$ cat config.mk
export PLATFORM = sky130hd
export DESIGN_NAME = fls_front
export DESIGN_NICKNAME = d
export VERILOG_FILES = /design/src/sv/fls_pkg.sv /design/src/sv/fls_front.sv
export SDC_FILE = /design/constraint.sdc
export NUM_CORES = 1
export LEC_CHECK = 0
export BUFFER_PORTS_ARGS = -buffer_cell sky130_fd_sc_hd__buf_2
export CAP_MARGIN = 20
export CORE_MARGIN = 2
export CORE_UTILIZATION = 37
export CTS_BUF_LIST = sky130_fd_sc_hd__clkbuf_4
export DETAILED_ROUTE_END_ITERATION = 10
export GPL_TIMING_DRIVEN = 0
export HOLD_SLACK_MARGIN = 0.05
export PLACE_DENSITY = 0.69
export SYNTH_ARGS = -nofsm -noshare
export SYNTH_HDL_FRONTEND = slang
export SYNTH_SLANG_ARGS = --single-unit
$ cat constraint.sdc
create_clock -name clk -period 1.9 [get_ports clk]
set_input_delay 0 -clock clk [delete_from_list [all_inputs] [get_ports clk]]
set_output_delay 0 -clock clk [all_outputs]
set_load 0.005 [all_outputs]
$ cat src/sv/fls_pkg.sv
`timescale 1ns / 1ps
// ----------------------------------------------------------------------------
// fls_pkg: shared types and constants for the frame luma statistics gate
// Holds the frame-size, colour-set and pixel-count constants, the word passed
// from the front part to the back part through the queue, and the state enum.
// ----------------------------------------------------------------------------
package fls_pkg;

	localparam int unsigned ExpectedWidth  = 2048;
	localparam int unsigned ExpectedHeight = 2048;
	localparam int unsigned ColourCap      = 4096;
	localparam int unsigned MaxPixels      = 4194304;
	localparam int unsigned SetSlots       = 2 * ColourCap;
	localparam int unsigned SlotW          = $clog2(SetSlots);
	localparam int unsigned CountW         = 23;
	localparam int unsigned ColourW        = 13;
	localparam logic [31:0] HashMul        = 32'd2654435761;
	localparam logic [7:0]  ClipLuma       = 8'd250;

	localparam logic [3:0] REG_ACTIVE_THRESHOLD = 4'd0;
	localparam logic [3:0] REG_MIN_PEAK         = 4'd1;
	localparam logic [3:0] REG_MIN_COLOURS      = 4'd2;
	localparam logic [3:0] REG_MEDIAN_LOW       = 4'd3;
	localparam logic [3:0] REG_MEDIAN_HIGH      = 4'd4;
	localparam logic [3:0] REG_UPPER_LOW        = 4'd5;
	localparam logic [3:0] REG_UPPER_HIGH       = 4'd6;
	localparam logic [3:0] REG_MIN_SPREAD       = 4'd7;

	// one queued word: a classified pixel
	typedef struct packed {
		logic        counted;
		logic        active;
		logic [7:0]  luma;
		logic [31:0] key;
		logic [SlotW-1:0] slot;
		logic        last;
		logic        size_ok;
	} pix_word_t;

	typedef enum logic [3:0] {
		B_IDLE, B_PROBE, B_CHECK, B_BIN_RD, B_BIN_WR,
		B_SWEEP, B_SWEEP_WAIT, B_JUDGE, B_CLEAR
	} back_state_t;

	typedef struct packed {
		logic [7:0]  active_threshold;
		logic [7:0]  min_peak_channel;
		logic [12:0] min_distinct_colours;
		logic [7:0]  median_low;
		logic [7:0]  median_high;
		logic [7:0]  upper_pct_low;
		logic [7:0]  upper_pct_high;
		logic [7:0]  min_luma_spread;
	} cfg_t;

endpackage

$ cat src/sv/fls_front.sv
`timescale 1ns / 1ps
// ----------------------------------------------------------------------------
// fls_front: pixel intake and classification
// Computes luma, the active flag, the colour key and its hash slot, and keeps
// the pixel count and the channel peak. Pushes one word per pixel.
// ----------------------------------------------------------------------------
module fls_front (
	input  logic                   clk,
	input  logic                   arst_n,
	input  logic                   take,
	input  logic [7:0]             red,
	input  logic [7:0]             green,
	input  logic [7:0]             blue,
	input  logic [7:0]             alpha,
	input  logic                   last_pixel,
	input  logic [14:0]            frame_width,
	input  logic [14:0]            frame_height,
	input  logic [7:0]             active_threshold,
	input  logic                   frame_done,
	output logic                   push,
	output fls_pkg::pix_word_t     word,
	output logic [22:0]            pixel_total,
	output logic [7:0]             peak_channel
);

	logic [16:0] luma_sum;
	logic [7:0]  luma;
	logic [7:0]  mx;
	logic [31:0] key;
	logic [63:0] hash_prod;
	logic [22:0] pix_q;
	logic [7:0]  peak_q;
	logic        counted;

	assign luma_sum = 17'(red) * 17'd54 + 17'(green) * 17'd183 + 17'(blue) * 17'd19;
	assign luma     = luma_sum[15:8];
	assign key      = {alpha, red, green, blue};
	assign hash_prod = 64'(key) * 64'(fls_pkg::HashMul);
	assign counted  = (32'(pix_q) < fls_pkg::MaxPixels);

	always_comb begin
		mx = (red > green) ? red : green;
		if (blue > mx) begin
			mx = blue;
		end
	end

	always_ff @(posedge clk or negedge arst_n) begin
		if (!arst_n) begin
			pix_q  <= '0;
			peak_q <= '0;
			push   <= 1'b0;
		end else begin
			push <= take;
			if (take) begin
				if (counted) begin
					pix_q <= pix_q + 23'd1;
				end
				if (mx > peak_q) begin
					peak_q <= mx;
				end
			end else if (frame_done) begin
				pix_q  <= '0;
				peak_q <= '0;
			end
		end
	end

	always_ff @(posedge clk) begin
		if (take) begin
			word.counted <= counted;
			word.active  <= counted && (luma > active_threshold);
			word.luma    <= luma;
			word.key     <= key;
			word.slot    <= hash_prod[fls_pkg::SlotW-1:0];
			word.last    <= last_pixel;
			word.size_ok <= (32'(frame_width) == fls_pkg::ExpectedWidth) &&
				(32'(frame_height) == fls_pkg::ExpectedHeight);
		end
	end

	assign pixel_total  = pix_q;
	assign peak_channel = peak_q;

endmodule

== After elaboration in Yosys (flattened, before gate mapping) ==
Index checks and enable logic that the tools add are counted.
Operators by class
  multiplexer cells: 8
  $lt $le $gt $ge: 5
  reductions and logical operators: 5
  multiply operators: 4
  $add $sub $neg: 3
  eq/ne operators: 4
Operators by type and width (count)
  two-way mux 23 bit: 3
  two-way mux 8 bit: 5
  greater-than comparator 8 bit: 4
  multiplier 32 x 32 -> 13 bit (second input constant): 1
  == test 15 x 12 -> 1 bit (second input constant): 2
  multiplier 8 x 5 -> 13 bit (second input constant): 2
  adder 23 x 1 -> 23 bit (second input constant): 1
  less-than comparator 23 bit (second input constant): 1
  adder 14 x 16 -> 16 bit: 1
  adder 16 x 13 -> 16 bit: 1
  multiplier 8 x 8 -> 16 bit (second input constant): 1
  != test 2 x 1 -> 1 bit (second input constant): 2
  AND reduction 2 bit: 2
  logical AND 1 bit: 2
  nonzero test 2 bit: 1
Word-level totals
  bits of input ports: 75
  word-level logic and storage cells: 39
  bits in registers: 89
  output and inout port bits: 89

== Logic depth before layout (Yosys ltp) ==
  word-level depth: 7
  depth in mapped cells: 26
  depth with buffers taken out: 26

== Worst setup path before layout ==
Ideal clock, no wire load.
  kind: input-to-reg
  start: input port green[6]
  end: register word[55] (netlist name) (data pin)
  required time: 1644 ps
  slack: -3737 ps
  stages: 23
  path buffers: 0
  setup time: 256 ps
  arrival: 5381 ps
  cell sequence: fa_1 -> inv_1 -> fa_1 -> inv_1 -> fa_1 -> fa_1 -> fa_1 -> inv_1 -> fa_1 -> inv_1 -> ha_1 -> a21o_1 -> a21oi_1 -> o21bai_1 -> o2111ai_1 -> nand3b_1 -> xor2_1 -> ha_1 -> a21o_1 -> a21o_1 -> a21oi_1 -> o21ai_0 -> o211a_1
On the way
  longest elaborated chain between the ends: 5
Ends and longest elaborated chain
  start: declaration: RTL line fls_front.sv:12  | input logic [7:0] green,
  multiplier 8 x 8 -> 16 bit: RTL line fls_front.sv:35  | assign luma_sum = 17'(red) * 17'd54 + 17'(green) * 17'd183 + 17'(blue) * 17'd19;
  adder 14 x 16 -> 16 bit: RTL line fls_front.sv:35
  adder 16 x 13 -> 16 bit: RTL line fls_front.sv:35
  via luma_sum[13]: RTL line fls_front.sv:26  | logic [16:0] luma_sum;
  greater-than comparator 8 bit: RTL line fls_front.sv:72  | word.active <= counted && (luma > active_threshold);
  logical AND 1 bit: RTL line fls_front.sv:72
  end: declaration: RTL line fls_front.sv:21  | output fls_pkg::pix_word_t word,
The timed path passes the listed nets, and every way through them passes these cells.
A chain may end at the register's enable or synchronous reset.

== Worst setup path after layout ==
Ends and elaborated chain as after synthesis.

==> metrics.txt <==
Non-Filler Instances=1,302; TritonCTS Sinks=85; stages on the worst setup path=24; slowest stage cell, crit path=sky130_fd_sc_hd__fa_1; unrepaired setup endpoints after global routing=yes; Syn-to-layout area delta=39.1%; total of warnings raised by yosys=0; total detailed-routing wirelength=20,700 µm; longest individual stage delay on the worst path=540 ps; cell count after placement=1,205; Reg clk slew, reported paths=180 ps; total congestion overflow after global routing=0; clock latency at the later pin of the worst-skew pair=490 ps; most prevalent standard cell on the critical path=sky130_fd_sc_hd__fa_1; largest fanout on the critical path=5; core box area=0.0218 mm²; switching power summed over all nets=0.00894 W; Worst Path Buf+Inv=5; wire length of the first global-routing pass=33,500 µm; cell with the most instances after synthesis=sky130_fd_sc_hd__inv_1; Clk Tree Root Cell=sky130_fd_sc_hd__clkbuf_4; type of the setup path with the least slack=in2reg; combinational fraction of design power=79.9%; CTS tree=done; count of cell types in the netlist=54; register-to-register path setup slack=-80 ps; Max VDD drop=3.31 mV; library cell with the largest summed area after synthesis=sky130_fd_sc_hd__ha_1; total global routing track utilization=18.0%; FF+latch area=0.00239 mm²; Final setup viols=22; maximum number of pins on one net before global-route repair=42; critical path endpoint category=register; Internal Pwr Total=0.0114 W; largest cells by area after synthesis=sky130_fd_sc_hd__ha_1, sky130_fd_sc_hd__edfxtp_1, sky130_fd_sc_hd__fa_1; post-synthesis instance area=0.00820 mm²; Max Clock Skew=24.1 ps; leakage power total=5.44 nW; top cell family by delay on the critical path=adder cells; number of global-route vias before repair=6,526; first-pass iteration count of the detailed router=6; final HPWL from detailed placement=15,200 µm; Initial Util=37.6%; synthesis-stage register bit count=85; fraction of final layout cells with drive strength greater than 1=34.5%; max-slew violation total from the final report=0; most used standard cells in the synthesized netlist=sky130_fd_sc_hd__inv_1, sky130_fd_sc_hd__ha_1, sky130_fd_sc_hd__fa_1, sky130_fd_sc_hd__edfxtp_1, sky130_fd_sc_hd__nor2_1; most used flip-flop cell after synthesis=sky130_fd_sc_hd__edfxtp_1; total count of hold-check failures in the final report=0; average vias per placed instance=4.89; number of antenna violations at the first check in global routing=1; H-Tree Level Count=3; actual transition at the worst max-transition pin=919 ps; # rows=54; post-synth top area share=22.0%; Arrival @ worst endpoint=5440 ps; post-layout minimum cycle time=5160 ps; number of DRC markers after the initial detailed-route iteration=248; fraction of power spent switching nets=43.9%; number of nets produced by synthesis=1,053; worst-path cell chain=buf_12 > fa_1 > inv_2 > fa_1 > inv_1 > fa_1 > fa_1 > fa_1 > inv_2 > fa_1 > inv_2 > ha_4 > a21o_1 > a21oi_2 > o21bai_2 > o2111ai_2 > nand3b_1 > xor2_2 > ha_1 > a21o_1 > a21o_1 > a21oi_1 > o21ai_1 > o211a_1; r2r worst-path depth=9; top-level I/O count=164; violations in the final reports=negative setup slack; status=complete, but fails checks; sequential element share of the synthesized area=29.2%; residual antenna-violating net count after detailed routing=0; maximum achievable frequency=194 MHz; Port-buffer cells=163; count of mapped cells out of synthesis=761; cell area power density=1790 mW/mm²; share of the cycle needed by the critical path after routing=272%; routed via count=6,373; die span in x=153 µm; full die area=0.0234 mm²; maximum buffer depth of the clock tree=2; remaining routing DRC violations=0; nets@finish=1,308; number of hold buffers added after cts=43; max-capacitance violation count=0; startpoint type of the worst setup path=input pin; final setup margin=-3260 ps; multi-input gate area in the final layout=0.00604 mm²; routability cong.=0.826; hold-critical path depth=4; number of flops mapped to enable cells by yosys=53; portion of total power attributed to the clock network=5.9%; Setup TNS Final=-39,450 ps; final hold slack=52.5 ps; Layout fillers=1,878; post-synthesis average cell area=10.8 µm²; max_slew headroom=38.5%; proportion of register bits with asynchronous set or reset after synthesis=37.6%; sequential power share=14.2%; vertical die dimension=153 µm; number of clock buffers inserted by TritonCTS=9; worst hold-check path type=in2reg; CP Data Required Time=2180 ps; mean routed wirelength per cell=15.9 µm
-- worst min-delay path: cells and delay by family --
family                 cells  cell delay, ps
muxes                      1             170
and+or+nand+nor            1              60
buffers and inverters      1             110
AOI/OAI and AO/OA          1             160
-- layout make-up --
type | count | share of cell area [%]
Multi-Input combinational cell | 519 | 53.0
Sequential cell | 85 | 21.0
Timing Repair Buffer | 244 | 15.9
Inverter | 149 | 5.22
Tap cell | 280 | 3.07
Clock inverter | 7 | 0.702
Clock buffer | 9 | 0.592
Buffer | 8 | 0.494
Antenna cell | 1 | 0.0219
-- flip-flops by register name, summed over array words and instances (netlist names) --
name          cells
word             53
pixel_total      23
push              1
peak_channel      8
-- timing repair --
item	CTS	global route
resized for setup	114	49
setup endpoints to repair	26	26
cloned	1	0
buffers inserted	21	15
pin swaps	33	28
hold endpoints to repair	92	1
-- power by group through the flow --
stage / clock network (W) / registers [W] / logic, W
floorplan: 0 / 0.00297 / 0.00928
global placement: 0 / 0.00290 / 0.0115
detailed placement: 0 / 0.00291 / 0.0120
CTS: 0.00126 / 0.00287 / 0.0148
global route: 0.00131 / 0.00293 / 0.0184
finish: 0.00121 / 0.00289 / 0.0163
-- per-stage QoR --
stage          total power, W  instance area, µm²  setup slack, ps  util (%)
5_1_grt                0.0227               11400            -3520      52.3
4_1_cts                0.0189               11000            -3190      50.6
3_5_place_dp           0.0149                9780            -4000      44.8
2_1_floorplan          0.0123                8600            -3470         -
3_3_place_gp           0.0144                9760            -3990      44.7
6_report               0.0204               11400            -3260      52.3
-- final timing paths --
check	start	end
worst max-delay path	green[6]	word[55]
worst min-delay path	blue[1]	peak_channel[1]
worst max register to register	peak_channel[5]	peak_channel[5]
worst min register to register	pixel_total[18]	pixel_total[18]
max in group asynchronous	arst_n	pixel_total[3]
min in group asynchronous	arst_n	pixel_total[18]
-- per-layer routing --
metal / up-vias / share of wire (%) / global-route usage (%)
met1: 3071 / 45 / 24.0
met5: - / 0 / 0
li1: 3104 / - / -
met3: 22 / 4.5 / 2.50
met4: 0 / 1.3 / 4.19
met2: 176 / 50 / 31.3
-- layout by cell type, fill, tap and decap left out, types with 11 or more instances in the layout --
cell type,count
sky130_fd_sc_hd__dfrtp_1,30
sky130_fd_sc_hd__fa_1,69
sky130_fd_sc_hd__edfxtp_1,53
sky130_fd_sc_hd__inv_1,133
sky130_fd_sc_hd__xor2_1,13
sky130_fd_sc_hd__dlygate4sd3_1,43
sky130_fd_sc_hd__nand3_1,20
sky130_fd_sc_hd__ha_4,36
sky130_fd_sc_hd__nand4_1,14
sky130_fd_sc_hd__ha_1,105
sky130_fd_sc_hd__buf_2,142
sky130_fd_sc_hd__buf_6,11
sky130_fd_sc_hd__nor2_1,37
sky130_fd_sc_hd__nand2_1,20
sky130_fd_sc_hd__buf_12,11
sky130_fd_sc_hd__xnor2_1,20
sky130_fd_sc_hd__buf_4,36
sky130_fd_sc_hd__o21ai_0,20
sky130_fd_sc_hd__a21oi_1,12
sky130_fd_sc_hd__a21oi_2,13
-- cell families after synthesis --
logic type,Yosys count,share of synthesized area [%]
multiplexers,23,2.93
AO/OA/AOI/OAI,91,7.41
AND/OR/NAND/NOR,150,9.21
XOR/XNOR,38,4.06
buffers and inverters,157,7.43
flip-flops,85,29.2
adder cells (fa/ha/maj),217,39.8
Note: power is estimated with default switching activity, not from simulation.
