File: src/sv/fls_pkg.sv
`timescale 1ns / 1ps
// ----------------------------------------------------------------------------
// fls_pkg: shared types and constants for the frame luma statistics gate
// Holds the frame-size, colour-set and pixel-count constants, the word passed
// from the front part to the back part through the queue, and the state enum.
// ----------------------------------------------------------------------------
package fls_pkg;

	localparam int unsigned ExpectedWidth  = 2048;
	localparam int unsigned ExpectedHeight = 2048;
	localparam int unsigned ColourCap      = 4096;
	localparam int unsigned MaxPixels      = 4194304;
	localparam int unsigned SetSlots       = 2 * ColourCap;
	localparam int unsigned SlotW          = $clog2(SetSlots);
	localparam int unsigned CountW         = 23;
	localparam int unsigned ColourW        = 13;
	localparam logic [31:0] HashMul        = 32'd2654435761;
	localparam logic [7:0]  ClipLuma       = 8'd250;

	localparam logic [3:0] REG_ACTIVE_THRESHOLD = 4'd0;
	localparam logic [3:0] REG_MIN_PEAK         = 4'd1;
	localparam logic [3:0] REG_MIN_COLOURS      = 4'd2;
	localparam logic [3:0] REG_MEDIAN_LOW       = 4'd3;
	localparam logic [3:0] REG_MEDIAN_HIGH      = 4'd4;
	localparam logic [3:0] REG_UPPER_LOW        = 4'd5;
	localparam logic [3:0] REG_UPPER_HIGH       = 4'd6;
	localparam logic [3:0] REG_MIN_SPREAD       = 4'd7;

	// one queued word: a classified pixel
	typedef struct packed {
		logic        counted;
		logic        active;
		logic [7:0]  luma;
		logic [31:0] key;
		logic [SlotW-1:0] slot;
		logic        last;
		logic        size_ok;
	} pix_word_t;

	typedef enum logic [3:0] {
		B_IDLE, B_PROBE, B_CHECK, B_BIN_RD, B_BIN_WR,
		B_SWEEP, B_SWEEP_WAIT, B_JUDGE, B_CLEAR
	} back_state_t;

	typedef struct packed {
		logic [7:0]  active_threshold;
		logic [7:0]  min_peak_channel;
		logic [12:0] min_distinct_colours;
		logic [7:0]  median_low;
		logic [7:0]  median_high;
		logic [7:0]  upper_pct_low;
		logic [7:0]  upper_pct_high;
		logic [7:0]  min_luma_spread;
	} cfg_t;

endpackage

File: src/sv/fls_queue.sv
`timescale 1ns / 1ps
// ----------------------------------------------------------------------------
// fls_queue: two-entry queue between front and back parts
// Holds classified pixel words so each side may stall on its own.
// ----------------------------------------------------------------------------
module fls_queue (
	input  logic               clk,
	input  logic               arst_n,
	input  logic               push,
	input  fls_pkg::pix_word_t push_word,
	input  logic               pop,
	output logic               not_empty,
	output logic [1:0]         fill,
	output fls_pkg::pix_word_t head
);

	fls_pkg::pix_word_t mem_q [2];
	logic       wr_q, rd_q;
	logic [1:0] cnt_q;

	always_ff @(posedge clk or negedge arst_n) begin
		if (!arst_n) begin
			wr_q  <= 1'b0;
			rd_q  <= 1'b0;
			cnt_q <= '0;
		end else begin
			if (push) begin
				wr_q <= ~wr_q;
			end
			if (pop) begin
				rd_q <= ~rd_q;
			end
			cnt_q <= cnt_q + 2'(push) - 2'(pop);
		end
	end

	always_ff @(posedge clk) begin
		if (push) begin
			mem_q[wr_q] <= push_word;
		end
	end

	assign not_empty = (cnt_q != 2'd0);
	assign fill      = cnt_q;
	assign head      = mem_q[rd_q];

	assert property (@(posedge clk) disable iff (!arst_n) !(pop && cnt_q == 2'd0))
		else $error("queue popped while empty");
	assert property (@(posedge clk) disable iff (!arst_n) !(push && cnt_q == 2'd2 && !pop))
		else $error("queue pushed while full");
	assert property (@(posedge clk) disable iff (!arst_n) cnt_q != 2'd3)
		else $error("queue count out of range");

endmodule

File: config.mk
export PLATFORM = sky130hd
export DESIGN_NAME = fls_queue
export DESIGN_NICKNAME = d
export VERILOG_FILES = /design/src/sv/fls_pkg.sv /design/src/sv/fls_queue.sv
export SDC_FILE = /design/constraint.sdc
export NUM_CORES = 1
export LEC_CHECK = 0
export ABC_CLOCK_PERIOD_IN_PS = 7930
export BUFFER_PORTS_ARGS = -buffer_cell sky130_fd_sc_hd__buf_2
export CAP_MARGIN = 25
export CORE_ASPECT_RATIO = 1.25
export CORE_MARGIN = 3
export CORE_UTILIZATION = 44
export CTS_CLUSTER_DIAMETER = 40
export CTS_CLUSTER_SIZE = 8
export DETAILED_ROUTE_END_ITERATION = 10
export MAX_ROUTING_LAYER = met4
export PLACE_DENSITY = 0.69
export SLEW_MARGIN = 5
export SYNTH_ARGS = -nofsm -noshare
export SYNTH_HDL_FRONTEND = slang
export SYNTH_SLANG_ARGS = --single-unit
File: constraint.sdc
create_clock -name clk -period 7.93 [get_ports clk]
set_input_delay 1.9825 -clock clk [delete_from_list [all_inputs] [get_ports clk]]
set_output_delay 1.9825 -clock clk [all_outputs]
set_load 0.02 [all_outputs]
* Yosys cells after proc, flatten, opt, wreduce, memory -nomap -nowiden *
Memory sizes are Yosys's and may differ from the RTL's.
Cells that the tools add are included.

word-level totals
  output and inout bits = 60
  ROM bits = 0
  bits in latches = 0
  input bits = 61
  bits in registers = 4
  RAM bits = 114
  memories = 1
  logic and storage cells = 11

operators by class
  $mul = 0
  muxes and demuxes = 2
  $lt $le $gt $ge = 0
  eq/ne operators = 0
  add/subtract/negate cells = 2
  reduce and logical (&&, ||, !) cells = 1
  shift operators = 0
  div/mod/pow operators = 0
  bitwise logic cells = 2

memories
  name   depth  bits a word  read ports  clocked after Yosys merged registers in  write ports  line             RTL
  mem_q  2      57           1           0                                        1            fls_queue.sv:17  fls_pkg::pix_word_t mem_q [2];

operator list
  kind                                         number
  2-bit by 1-bit adder with 2-bit output       1
  1-bit 2-to-1 mux                             2
  1-bit inverter                               2
  2-bit nonzero test                           1
  2-bit by 1-bit subtractor with 2-bit output  1

* Depth between registers and ports, before layout *
Gate-level depths: netlist of run 1.

  depth after elaboration = 2
  mapped depth = 5
  depth with buffers taken out = 5

* Least setup slack after synthesis of run 1 *
OpenSTA, ideal clock, no wires.

  kind = input port to flip-flop
  from = in push
  to = mem mem_q[0][0] (netlist bit), enable pin
  path buffers = 0
  stages = 1
  path slack = 2953 ps
  library setup time = 479 ps
  data required time = 7451 ps
  arrival time = 4498 ps
  path through = nor2b_1

between the ends
  word-level cells in the longest chain between the ends = 2

ends and longest elaborated chain
  item                                    line             RTL
  start: declaration                      fls_queue.sv:9   input logic push,
  1-bit 2-to-1 mux                        fls_queue.sv:38  if (push) begin
  1-bit 2-to-1 mux (implied by the code)  fls_queue.sv:39  mem_q[wr_q] <= push_word;
  end: declaration                        fls_queue.sv:17

No other way between the ends.

==> results of run 1 <==
## power breakdown
part           internal [mW]  switching (mW)
Clock                  0.453           0.241
Combinational          0.278           0.373
Sequential             0.831          0.0493
Total                   1.56           0.663
## logic make-up after synthesis
kind of cell,after synthesis,synth area share
XOR/XNOR,3,0.009423
adder cells (fa/ha/maj),2,0.005710
buffers and inverters,8,0.01285
flip-flops,118,0.8041
multiplexers,57,0.1636
AND/OR/NAND/NOR,3,0.004286
## cells in the mapped netlist
master,count,area (um2)
mux2_4,20,300.3
nor2b_1,1,6.260
edfxtp_1,114,3423
buf_2,3,15.01
inv_1,2,7.510
or2_2,1,6.260
xor2_1,2,17.52
and2_1,1,6.260
buf_6,3,33.78
xor3_1,1,23.77
ha_1,2,25.02
dfrtp_1,4,100.1
mux2_2,37,416.7
## cell type report
type | instances | area share
sequential | 118 | 0.6216
tap | 126 | 0.02780
clock inverter | 13 | 0.02008
inverter | 2 | 0.001324
timing repair buffer | 123 | 0.1099
clock buffer | 19 | 0.07635
multi-input combinational | 65 | 0.1430
## state kept, by name (all words and copies together) (netlist names)
name	cells
wr_q	1
mem_q	114
rd_q	1
fill	2
## per-layer routing
metal / up-vias / share of wire / track usage
li1: 1027 / - / -
met1: 1117 / 0.38 / 0.1598
met2: 79 / 0.54 / 0.2479
met3: 14 / 0.059 / 0.04284
met4: 0 / 0.019 / 0.07581
met5: - / 0 / -
## worst register-to-register path: cells and delay by family, from the launching register on
family                 cells  cell delay (ns)
AND/OR/NAND/NOR            1             0.43
flip-flops                 1             0.42
buffers and inverters      1             0.57
## worst max path at each step
stage | startpoint | endpoint | slack, ns | cells past startpoint
final | rd_q$_DFFE_PN0P_ | head[1] | 3.68 | 3
after global routing | rd_q$_DFFE_PN0P_ | head[1] | 3.56 | 3
after CTS | rd_q$_DFFE_PN0P_ | head[56] | 3.64 | 3
after detailed placement | rd_q$_DFFE_PN0P_ | head[56] | 4.06 | 3
after global placement | rd_q$_DFFE_PN0P_ | head[56] | 4.06 | 3
after floorplan | push | mem_q[0][0]$_DFFE_PP_ | 2.95 | 1
==> impl_metrics.env, run 1 <==
export IMPL_cts_root_buf="clkbuf_16"
export IMPL_row_count=40
export IMPL_worstReg2RegEnd="mem_q[0][54]$_DFFE_PP_"
export IMPL_hold_violations=0
export IMPL_grt_max_degree=43
export IMPL_layout_drive_gt1_share=0.6147
export IMPL_hold_start="wr_q$_DFFE_PN0P_"
export IMPL_clk_latency_ns=0.40
export IMPL_core_um2=9659
export IMPL_crit_required_ns=5.95
export IMPL_yosys_warnings=0
export IMPL_reg2reg_depth=2
export IMPL_setup_viol=0
export IMPL_tightest_slew_ns=0.6481
export IMPL_dpl_cell_count=434
export IMPL_gp_congestion=0.6849
export IMPL_instances_no_fill=466
export IMPL_multiInputGateArea_um2=810.8
export IMPL_r2r_start="wr_q$_DFFE_PN0P_"
export IMPL_dieHeight_um=117.6
export IMPL_power_per_cell_area_nw_per_um2=392.3
export IMPL_clk_path_buf_depth=2
export IMPL_worstHoldPathCells=1
export IMPL_dp_hpwl_um=4919
export IMPL_grt_pass1_wl_um=11850
export IMPL_layout_commonest_cell="buf_2"
export IMPL_worstPathMaxFanout=40
export IMPL_cts_hold_buf=0
export IMPL_syn_area_um2=4382
export IMPL_finalCritPeriodShare=0.5362
export IMPL_avgSynthCellArea_um2=22.94
export IMPL_grtUsageTotal=0.1494
export IMPL_crit_chain="buf_4 > mux2_2 > buf_2"
export IMPL_holdCritPathClass="reg -> reg"
export IMPL_total_power_mw=2.225
export IMPL_crit_buf_inv=2
export IMPL_routed_wl_um=7534
export IMPL_drv_cap=0
export IMPL_min_period_ns=4.252
export IMPL_nets=390
export IMPL_start_util=0.4536
export IMPL_fin_tns_setup_ns=0
export IMPL_num_fill_cells=749
export IMPL_slew_headroom=0.5679
export IMPL_layout_setup_ws_ns=3.678
export IMPL_overflow=0
export IMPL_numCtsBuffers=17
export IMPL_cp_arrival_ns=2.27
export IMPL_grt_pass1_vias=2390
export IMPL_design_area_um2=5670
export IMPL_ios=121
export IMPL_ys_types=13
export IMPL_cp_end_kind="output pin"
export IMPL_synth_seq_area_share=0.8041
export IMPL_vias_per_cell=4.800
export IMPL_synth_nets=254
export IMPL_fin_util=0.5870
export IMPL_drc=0
export IMPL_htree_levels=4
export IMPL_clock_sinks=118
export IMPL_placement_cell_area_um2=5124
export IMPL_leakage_nw=2.238
export IMPL_die_w_um=95.26
export IMPL_synth_seq_cells=118
export IMPL_finClkSkew_ns=0.005276
export IMPL_slew_viol_final=0
export IMPL_fin_hold_ws_ns=0.5509
export IMPL_cp_slowest_cell="dfrtp_2"
export IMPL_via_count=2237
export IMPL_wl_per_cell_um=16.17
export IMPL_final_cell_mix="buf_2 (120), edfxtp_1 (114), mux2_2 (37)"
export IMPL_cp_top_family="buffers and inverters"
export IMPL_postCtsSetupRepairBufs=0
export IMPL_path_class="reg -> out"
export IMPL_first_iter_violations=111
export IMPL_clk_pin_slew_worst_paths_ns=0.05
export IMPL_first_pass_iters=4
export IMPL_area_growth_pct=29.41
export IMPL_port_buffers=120
export IMPL_place_ws_ns=4.062
export IMPL_status="finished clean"
export IMPL_cts_resized=0
export IMPL_die_area_um2=11200
export IMPL_clock_fmax_mhz=235.2
export IMPL_antennaDiodeCount=0
export IMPL_crit_path_start_kind="register"
export IMPL_ir_drop_mv=0.2189
export IMPL_regArea_um2=3525
export IMPL_antenna_left=0
export IMPL_rsz0062_at_grt="no"
export IMPL_rrSetupSlack_ns=6.10
export IMPL_grt_antenna_before_repair=0
export IMPL_slowest_delay_ns=0.64
export IMPL_cts_tree="yes"
export IMPL_worstHoldEndpoint="wr_q$_DFFE_PN0P_"
export IMPL_synth_cells=191
Note: power is estimated with default switching activity, not from simulation.
==> run 2: changes to the inputs <==
--- a/config.mk
+++ b/config.mk
@@ -5,7 +5,8 @@
 export SDC_FILE = /design/constraint.sdc
 export NUM_CORES = 1
 export LEC_CHECK = 0
-export ABC_CLOCK_PERIOD_IN_PS = 7930
+export ABC_AREA = 1
+export ABC_CLOCK_PERIOD_IN_PS = 4400
 export BUFFER_PORTS_ARGS = -buffer_cell sky130_fd_sc_hd__buf_2
 export CAP_MARGIN = 25
 export CORE_ASPECT_RATIO = 1.25
@@ -15,7 +16,7 @@
 export CTS_CLUSTER_SIZE = 8
 export DETAILED_ROUTE_END_ITERATION = 10
 export MAX_ROUTING_LAYER = met4
-export PLACE_DENSITY = 0.69
+export PLACE_DENSITY = 0.68
 export SLEW_MARGIN = 5
 export SYNTH_ARGS = -nofsm -noshare
 export SYNTH_HDL_FRONTEND = slang
==> constraint.sdc (replaced) <==
create_clock -name clk -period 4.4 [get_ports clk]
set_input_delay 1.1 -clock clk [delete_from_list [all_inputs] [get_ports clk]]
set_output_delay 1.1 -clock clk [all_outputs]
set_load 0.02 [all_outputs]
==> run 2 against run 1 <==
  * Combinational power up 120%
  * Non-clock buffer count up 2
  * Via count up 23%
  * Clock skew up 0.0025 ns
  * Critical path depth up 1
  * Critical endpoint is now head[55]
  * Routed wire length up 9.4%
  * Setup slack worse by 2.3 ns
  * Cell count up 29%
  * Clock power up 80%
==> impl_metrics.env, run 2 <==
export IMPL_slowest_delay_ns=0.78
export IMPL_rrSetupSlack_ns=2.63
export IMPL_clk_pin_slew_worst_paths_ns=0.05
export IMPL_crit_path_start_kind="register"
export IMPL_synth_cells=322
export IMPL_crit_buf_inv=2
export IMPL_crit_chain="buf_12 > nand2_1 > o21ai_0 > buf_2"
export IMPL_clock_fmax_mhz=325.9
export IMPL_slew_viol_final=0
export IMPL_core_um2=10620
export IMPL_cp_top_family="flip-flops"
export IMPL_synth_top_cell_area_share=0.7106
export IMPL_wl_per_cell_um=13.74
export IMPL_r2r_start="wr_q$_DFFE_PN0P_"
export IMPL_synth_seq_cells=118
export IMPL_yosysMostFrequentCell="edfxtp_1"
export IMPL_tightest_slew_ns=0.9166
export IMPL_gp_congestion=0.7595
export IMPL_regMostFlops="mem_q"
export IMPL_cp_slowest_cell="dfrtp_4"
export IMPL_power_per_cell_area_nw_per_um2=714.7
export IMPL_fin_tns_setup_ns=0
export IMPL_grt_antenna_before_repair=2
export IMPL_cts_hold_buf=0
export IMPL_first_pass_iters=4
export IMPL_ys_types=16
export IMPL_layout_commonest_cell="buf_2"
export IMPL_cts_resized=0
export IMPL_postCtsSetupRepairBufs=0
export IMPL_rsz0062_at_grt="no"
export IMPL_first_iter_violations=107
export IMPL_synth_seq_area_share=0.7314
export IMPL_yosys_warnings=0
export IMPL_cts_tree="yes"
export IMPL_slew_headroom=0.3875
export IMPL_setup_viol=0
export IMPL_placement_cell_area_um2=5493
export IMPL_dp_hpwl_um=5690
export IMPL_holdCritPathClass="in -> async"
export IMPL_layout_setup_ws_ns=1.332
export IMPL_min_period_ns=3.068
export IMPL_largest_register_ff_count=114
export IMPL_fin_hold_ws_ns=0.5046
export IMPL_ir_drop_mv=0.4247
export IMPL_worstReg2RegEnd="mem_q[0][52]$_DFFE_PP_"
export IMPL_status="finished clean"
export IMPL_finalCritPeriodShare=0.6974
export IMPL_numCtsBuffers=17
export IMPL_synth_edf_count=114
export IMPL_syn_area_um2=4817
export IMPL_port_buffers=120
export IMPL_worstPathMaxFanout=58
export IMPL_reg2reg_depth=2
export IMPL_design_area_um2=6045
export IMPL_ys_flop_type="edfxtp_1"
export IMPL_die_area_um2=12250
export IMPL_place_ws_ns=1.711
export IMPL_cp_end_kind="output pin"
export IMPL_path_class="reg -> out"
export IMPL_grt_pass1_wl_um=12820
export IMPL_crit_required_ns=3.30
export IMPL_grt_max_degree=59
export IMPL_dieHeight_um=123.0
export IMPL_synthArstFlopShare=0.03390
export IMPL_grtUsageTotal=0.1437
export IMPL_clk_path_buf_depth=2
export IMPL_cts_root_buf="clkbuf_16"
export IMPL_ios=121
export IMPL_nets=516
export IMPL_htree_levels=4
export IMPL_area_growth_pct=25.48
export IMPL_overflow=0
export IMPL_vias_per_cell=4.592
export IMPL_final_cell_mix="buf_2 (120), edfxtp_1 (114), inv_1 (63)"
export IMPL_start_util=0.4538
export IMPL_drc=0
export IMPL_synth_nets=385
export IMPL_drv_cap=0
export IMPL_yosysTopAreaCell="edfxtp_1"
export IMPL_routed_wl_um=8241
export IMPL_finClkSkew_ns=0.007757
export IMPL_total_power_mw=4.320
export IMPL_leakage_nw=2.569
export IMPL_die_w_um=99.59
export IMPL_clock_sinks=118
export IMPL_antenna_left=0
export IMPL_avgSynthCellArea_um2=14.96
export IMPL_clk_latency_ns=0.40
export IMPL_hold_violations=0
export IMPL_via_count=2755
export IMPL_row_count=42
export IMPL_cp_arrival_ns=1.97
export IMPL_layout_drive_gt1_share=0.5429
export IMPL_grt_pass1_vias=2799
export IMPL_ys_top_cells_by_area="edfxtp_1 (71%), o21ai_2 (9.1%), nand2_2 (6.5%)"
export IMPL_synth_common_cells="edfxtp_1 (114), inv_1 (64), nand2_2 (50), o21ai_2 (50), nand2_1 (14)"
[run 2: changes by cell type in the layout (fill, tap and decap cells not counted), sizes merged]
| cell | previous run | this run |
|---|---|---|
| mux2 | 57 | 0 |
| nand3 | 0 | 1 |
| nor2 | 0 | 1 |
| buf | 123 | 125 |
| or2 | 1 | 0 |
| o21ai | 0 | 57 |
| and2 | 1 | 0 |
| nor2b | 1 | 0 |
| diode | 0 | 2 |
| xor3 | 1 | 0 |
| nand2 | 0 | 64 |
| inv | 2 | 64 |
[run 2: logic make-up (layout without fill, tap and decap cells)]
kind of cell	count (synthesis)	in the layout	share of synthesized area
other	0	2	0
flip-flops	118	118	0.7314
AO/OA/AOI/OAI	57	57	0.09818
adder cells (fa/ha/maj)	2	2	0.005194
buffers and inverters	77	221	0.08390
AND/OR/NAND/NOR	66	66	0.07766
XOR/XNOR	2	2	0.003637
[run 2: layout make-up]
| cell class | instances | area (um2) |
|---|---|---|
| timing repair buffer | 125 | 663.1 |
| tap | 132 | 165.2 |
| fill | 879 | 4571 |
| sequential | 118 | 3527 |
| antenna | 2 | 5.005 |
| inverter | 64 | 240.2 |
| clock inverter | 13 | 113.9 |
| multi-input combinational | 127 | 897.1 |
| clock buffer | 19 | 432.9 |
[run 2: metrics by stage]
| step | utilization | std cells |
|---|---|---|
| CTS | 0.5690 | 598 |
| global route | 0.5694 | 600 |
| finish | 0.5694 | 600 |
| detailed placement | 0.5174 | 566 |
| floorplan | - | 322 |
| global placement | 0.5174 | 566 |
[run 2: power breakdown]
| group | switching (mW) | leakage, nW | internal, mW |
|---|---|---|---|
| sequential | 0.141 | 1.12 | 1.50 |
| combinational | 0.958 | 1.19 | 0.468 |
| clock | 0.437 | 0.264 | 0.816 |
[run 2: worst max-delay path by stage]
stage | cells after the start | endpoint | slack, ns | from
2_1_floorplan | 2 | mem_q[0][0]$_DFFE_PP_ | 0.39 | push
3_3_place_gp | 4 | head[55] | 1.73 | rd_q$_DFFE_PN0P_
3_5_place_dp | 4 | head[55] | 1.71 | rd_q$_DFFE_PN0P_
4_1_cts | 4 | head[55] | 1.27 | rd_q$_DFFE_PN0P_
5_1_grt | 4 | head[55] | 1.19 | rd_q$_DFFE_PN0P_
6_report | 4 | head[55] | 1.33 | rd_q$_DFFE_PN0P_
[run 2: per-layer routing]
metal | global-route usage | share of wire | up-vias
li1 | - | - | 1359
met1 | 0.1488 | 0.38 | 1295
met2 | 0.2458 | 0.55 | 89
met3 | 0.05079 | 0.053 | 12
met4 | 0.06490 | 0.019 | 0
met5 | - | 0 | -
==> run 3: changes to the inputs <==
--- a/config.mk
+++ b/config.mk
@@ -6,7 +6,7 @@
 export NUM_CORES = 1
 export LEC_CHECK = 0
 export ABC_AREA = 1
-export ABC_CLOCK_PERIOD_IN_PS = 4400
+export ABC_CLOCK_PERIOD_IN_PS = 2800
 export BUFFER_PORTS_ARGS = -buffer_cell sky130_fd_sc_hd__buf_2
 export CAP_MARGIN = 25
 export CORE_ASPECT_RATIO = 1.25
@@ -16,7 +16,7 @@
 export CTS_CLUSTER_SIZE = 8
 export DETAILED_ROUTE_END_ITERATION = 10
 export MAX_ROUTING_LAYER = met4
-export PLACE_DENSITY = 0.68
+export PLACE_DENSITY = 0.71
 export SLEW_MARGIN = 5
 export SYNTH_ARGS = -nofsm -noshare
 export SYNTH_HDL_FRONTEND = slang
==> constraint.sdc (replaced) <==
create_clock -name clk -period 2.8 [get_ports clk]
set_input_delay 0.7 -clock clk [delete_from_list [all_inputs] [get_ports clk]]
set_output_delay 0.7 -clock clk [all_outputs]
set_load 0.02 [all_outputs]
==> run 3 against run 2 <==
  * Via count down 1.6%
  * Clock skew is 0.0018 ns lower
  * Cell count unchanged
  * Clock power up 66%
  * Hold slack lost 0.40 ns
  * Largest power group unchanged
==> impl_metrics.env, run 3 (same netlist as run 2, synthesis figures left out) <==
export IMPL_holdCritPathClass="in -> async"
export IMPL_crit_buf_inv=2
export IMPL_die_area_um2=12250
export IMPL_finClkSkew_ns=0.005914
export IMPL_cts_resized=0
export IMPL_pwr_share_seq=0.360
export IMPL_routed_wl_um=8031
export IMPL_status="finished clean"
export IMPL_power_per_cell_area_nw_per_um2=1131
export IMPL_first_pass_iters=3
export IMPL_start_util=0.4538
export IMPL_grt_antenna_before_repair=2
export IMPL_port_buffers=120
export IMPL_core_um2=10620
export IMPL_clock_fmax_mhz=421.4
export IMPL_numCtsBuffers=17
export IMPL_clock_sinks=118
export IMPL_drv_cap=0
export IMPL_cp_end_kind="output pin"
export IMPL_clk_latency_ns=0.40
export IMPL_final_cell_mix="buf_2 (120), edfxtp_1 (114), inv_1 (63)"
export IMPL_finalCritPeriodShare=0.8475
export IMPL_clk_path_buf_depth=2
export IMPL_crit_path_start_kind="register"
export IMPL_dieHeight_um=123.0
export IMPL_first_iter_violations=93
export IMPL_antenna_left=0
export IMPL_tightest_slew_ns=0.5251
export IMPL_cts_root_buf="clkbuf_16"
export IMPL_slowest_delay_ns=0.42
export IMPL_swShare=0.3482
export IMPL_layout_drive_gt1_share=0.5472
export IMPL_leakage_nw=2.585
export IMPL_dp_hpwl_um=5530
export IMPL_gp_congestion=0.7535
export IMPL_fin_hold_ws_ns=0.1042
export IMPL_ios=121
export IMPL_ir_drop_mv=0.8033
export IMPL_p_sw_mw=2.388
export IMPL_path_class="reg -> out"
export IMPL_cts_hold_buf=0
export IMPL_crit_cells=4
export IMPL_cp_arrival_ns=1.67
export IMPL_cp_top_family="buffers and inverters"
export IMPL_cts_tree="yes"
export IMPL_setup_viol=0
export IMPL_wl_per_cell_um=13.39
export IMPL_largest_register_ff_count=114
export IMPL_drc=0
export IMPL_nets=517
export IMPL_fin_tns_setup_ns=0
export IMPL_hold_violations=0
export IMPL_grt_max_degree=86
export IMPL_rsz0062_at_grt="no"
export IMPL_cp_slowest_cell="dfrtp_4"
export IMPL_grtUsageTotal=0.1412
export IMPL_min_period_ns=2.373
export IMPL_row_count=42
export IMPL_vias_per_cell=4.517
export IMPL_grt_pass1_wl_um=12490
export IMPL_slew_headroom=0.6499
export IMPL_overflow=0
export IMPL_area_growth_pct=25.87
export IMPL_grt_pass1_vias=2630
export IMPL_crit_required_ns=2.10
export IMPL_clk_pin_slew_worst_paths_ns=0.05
export IMPL_pwr_share_comb=0.338
export IMPL_postCtsSetupRepairBufs=0
export IMPL_crit_chain="buf_12 > nand2_1 > o21ai_0 > buf_2"
export IMPL_p_clk_frac=0.302
export IMPL_slew_viol_final=0
export IMPL_worstPathMaxFanout=85
export IMPL_reg2reg_depth=2
export IMPL_via_count=2710
export IMPL_design_area_um2=6063
export IMPL_regMostFlops="mem_q"
export IMPL_die_w_um=99.59
export IMPL_htree_levels=4
export IMPL_internal_power_mw=4.470
export IMPL_placement_cell_area_um2=5488
export IMPL_layout_commonest_cell="buf_2"
==> run 3: cell types whose count changed in the layout (fill, tap and decap cells not counted) <==
cell / previous run / this run
clkinv_1: 5 / 2
clkinv_4: 0 / 1
buf_4: 3 / 5
buf_12: 2 / 1
clkinvlp_4: 2 / 1
clkbuf_1: 2 / 3
bufinv_16: 2 / 3
==> run 3: layout make-up <==
cell class / count / area, um2
tap: 132 / 165.2
antenna: 2 / 5.005
timing repair buffer: 126 / 658.1
clock inverter: 11 / 133.9
clock buffer: 20 / 436.7
inverter: 64 / 240.2
fill: 886 / 4552
sequential: 118 / 3527
multi-input combinational: 127 / 897.1
==> run 3: per-layer routing <==
layer  wire length, um  track usage
met1              2995       0.1447
met2              4377       0.2441
met3               438      0.04458
met5                 0            -
met4               219      0.07003
==> run 3: final timing paths <==
kind	from	end	slack [ns]
max	rd_q$_DFFE_PN0P_	head[2]	0.43
min	arst_n	fill[1]$_DFF_PN0_	0.10
max reg2reg	wr_q$_DFFE_PN0P_	mem_q[0][55]$_DFFE_PP_	1.51
min reg2reg	wr_q$_DFFE_PN0P_	wr_q$_DFFE_PN0P_	0.54
max in group asynchronous	arst_n	rd_q$_DFFE_PN0P_	2.56
min in group clk	push_word[38]	mem_q[1][38]$_DFFE_PP_	0.49
==> run 3: power by group through the flow <==
stage	Sequential, mW	Clock [mW]	Combinational [mW]
6_report	2.47	2.07	2.32
5_1_grt	2.50	2.21	2.54
2_1_floorplan	2.50	0	1.86
3_5_place_dp	2.51	0	2.38
4_1_cts	2.48	2.12	2.39
3_3_place_gp	2.49	0	2.34
==> run 3: metrics by stage <==
| step | util | worst slack, ns | power (mW) | instances |
|---|---|---|---|---|
| floorplan | - | 0.1789 | 4.363 | 322 |
| global placement | 0.5170 | 0.8625 | 4.834 | 567 |
| detailed placement | 0.5170 | 0.8301 | 4.891 | 567 |
| CTS | 0.5707 | 0.3961 | 6.983 | 598 |
| global route | 0.5712 | 0.3080 | 7.252 | 600 |
| finish | 0.5712 | 0.4269 | 6.858 | 600 |
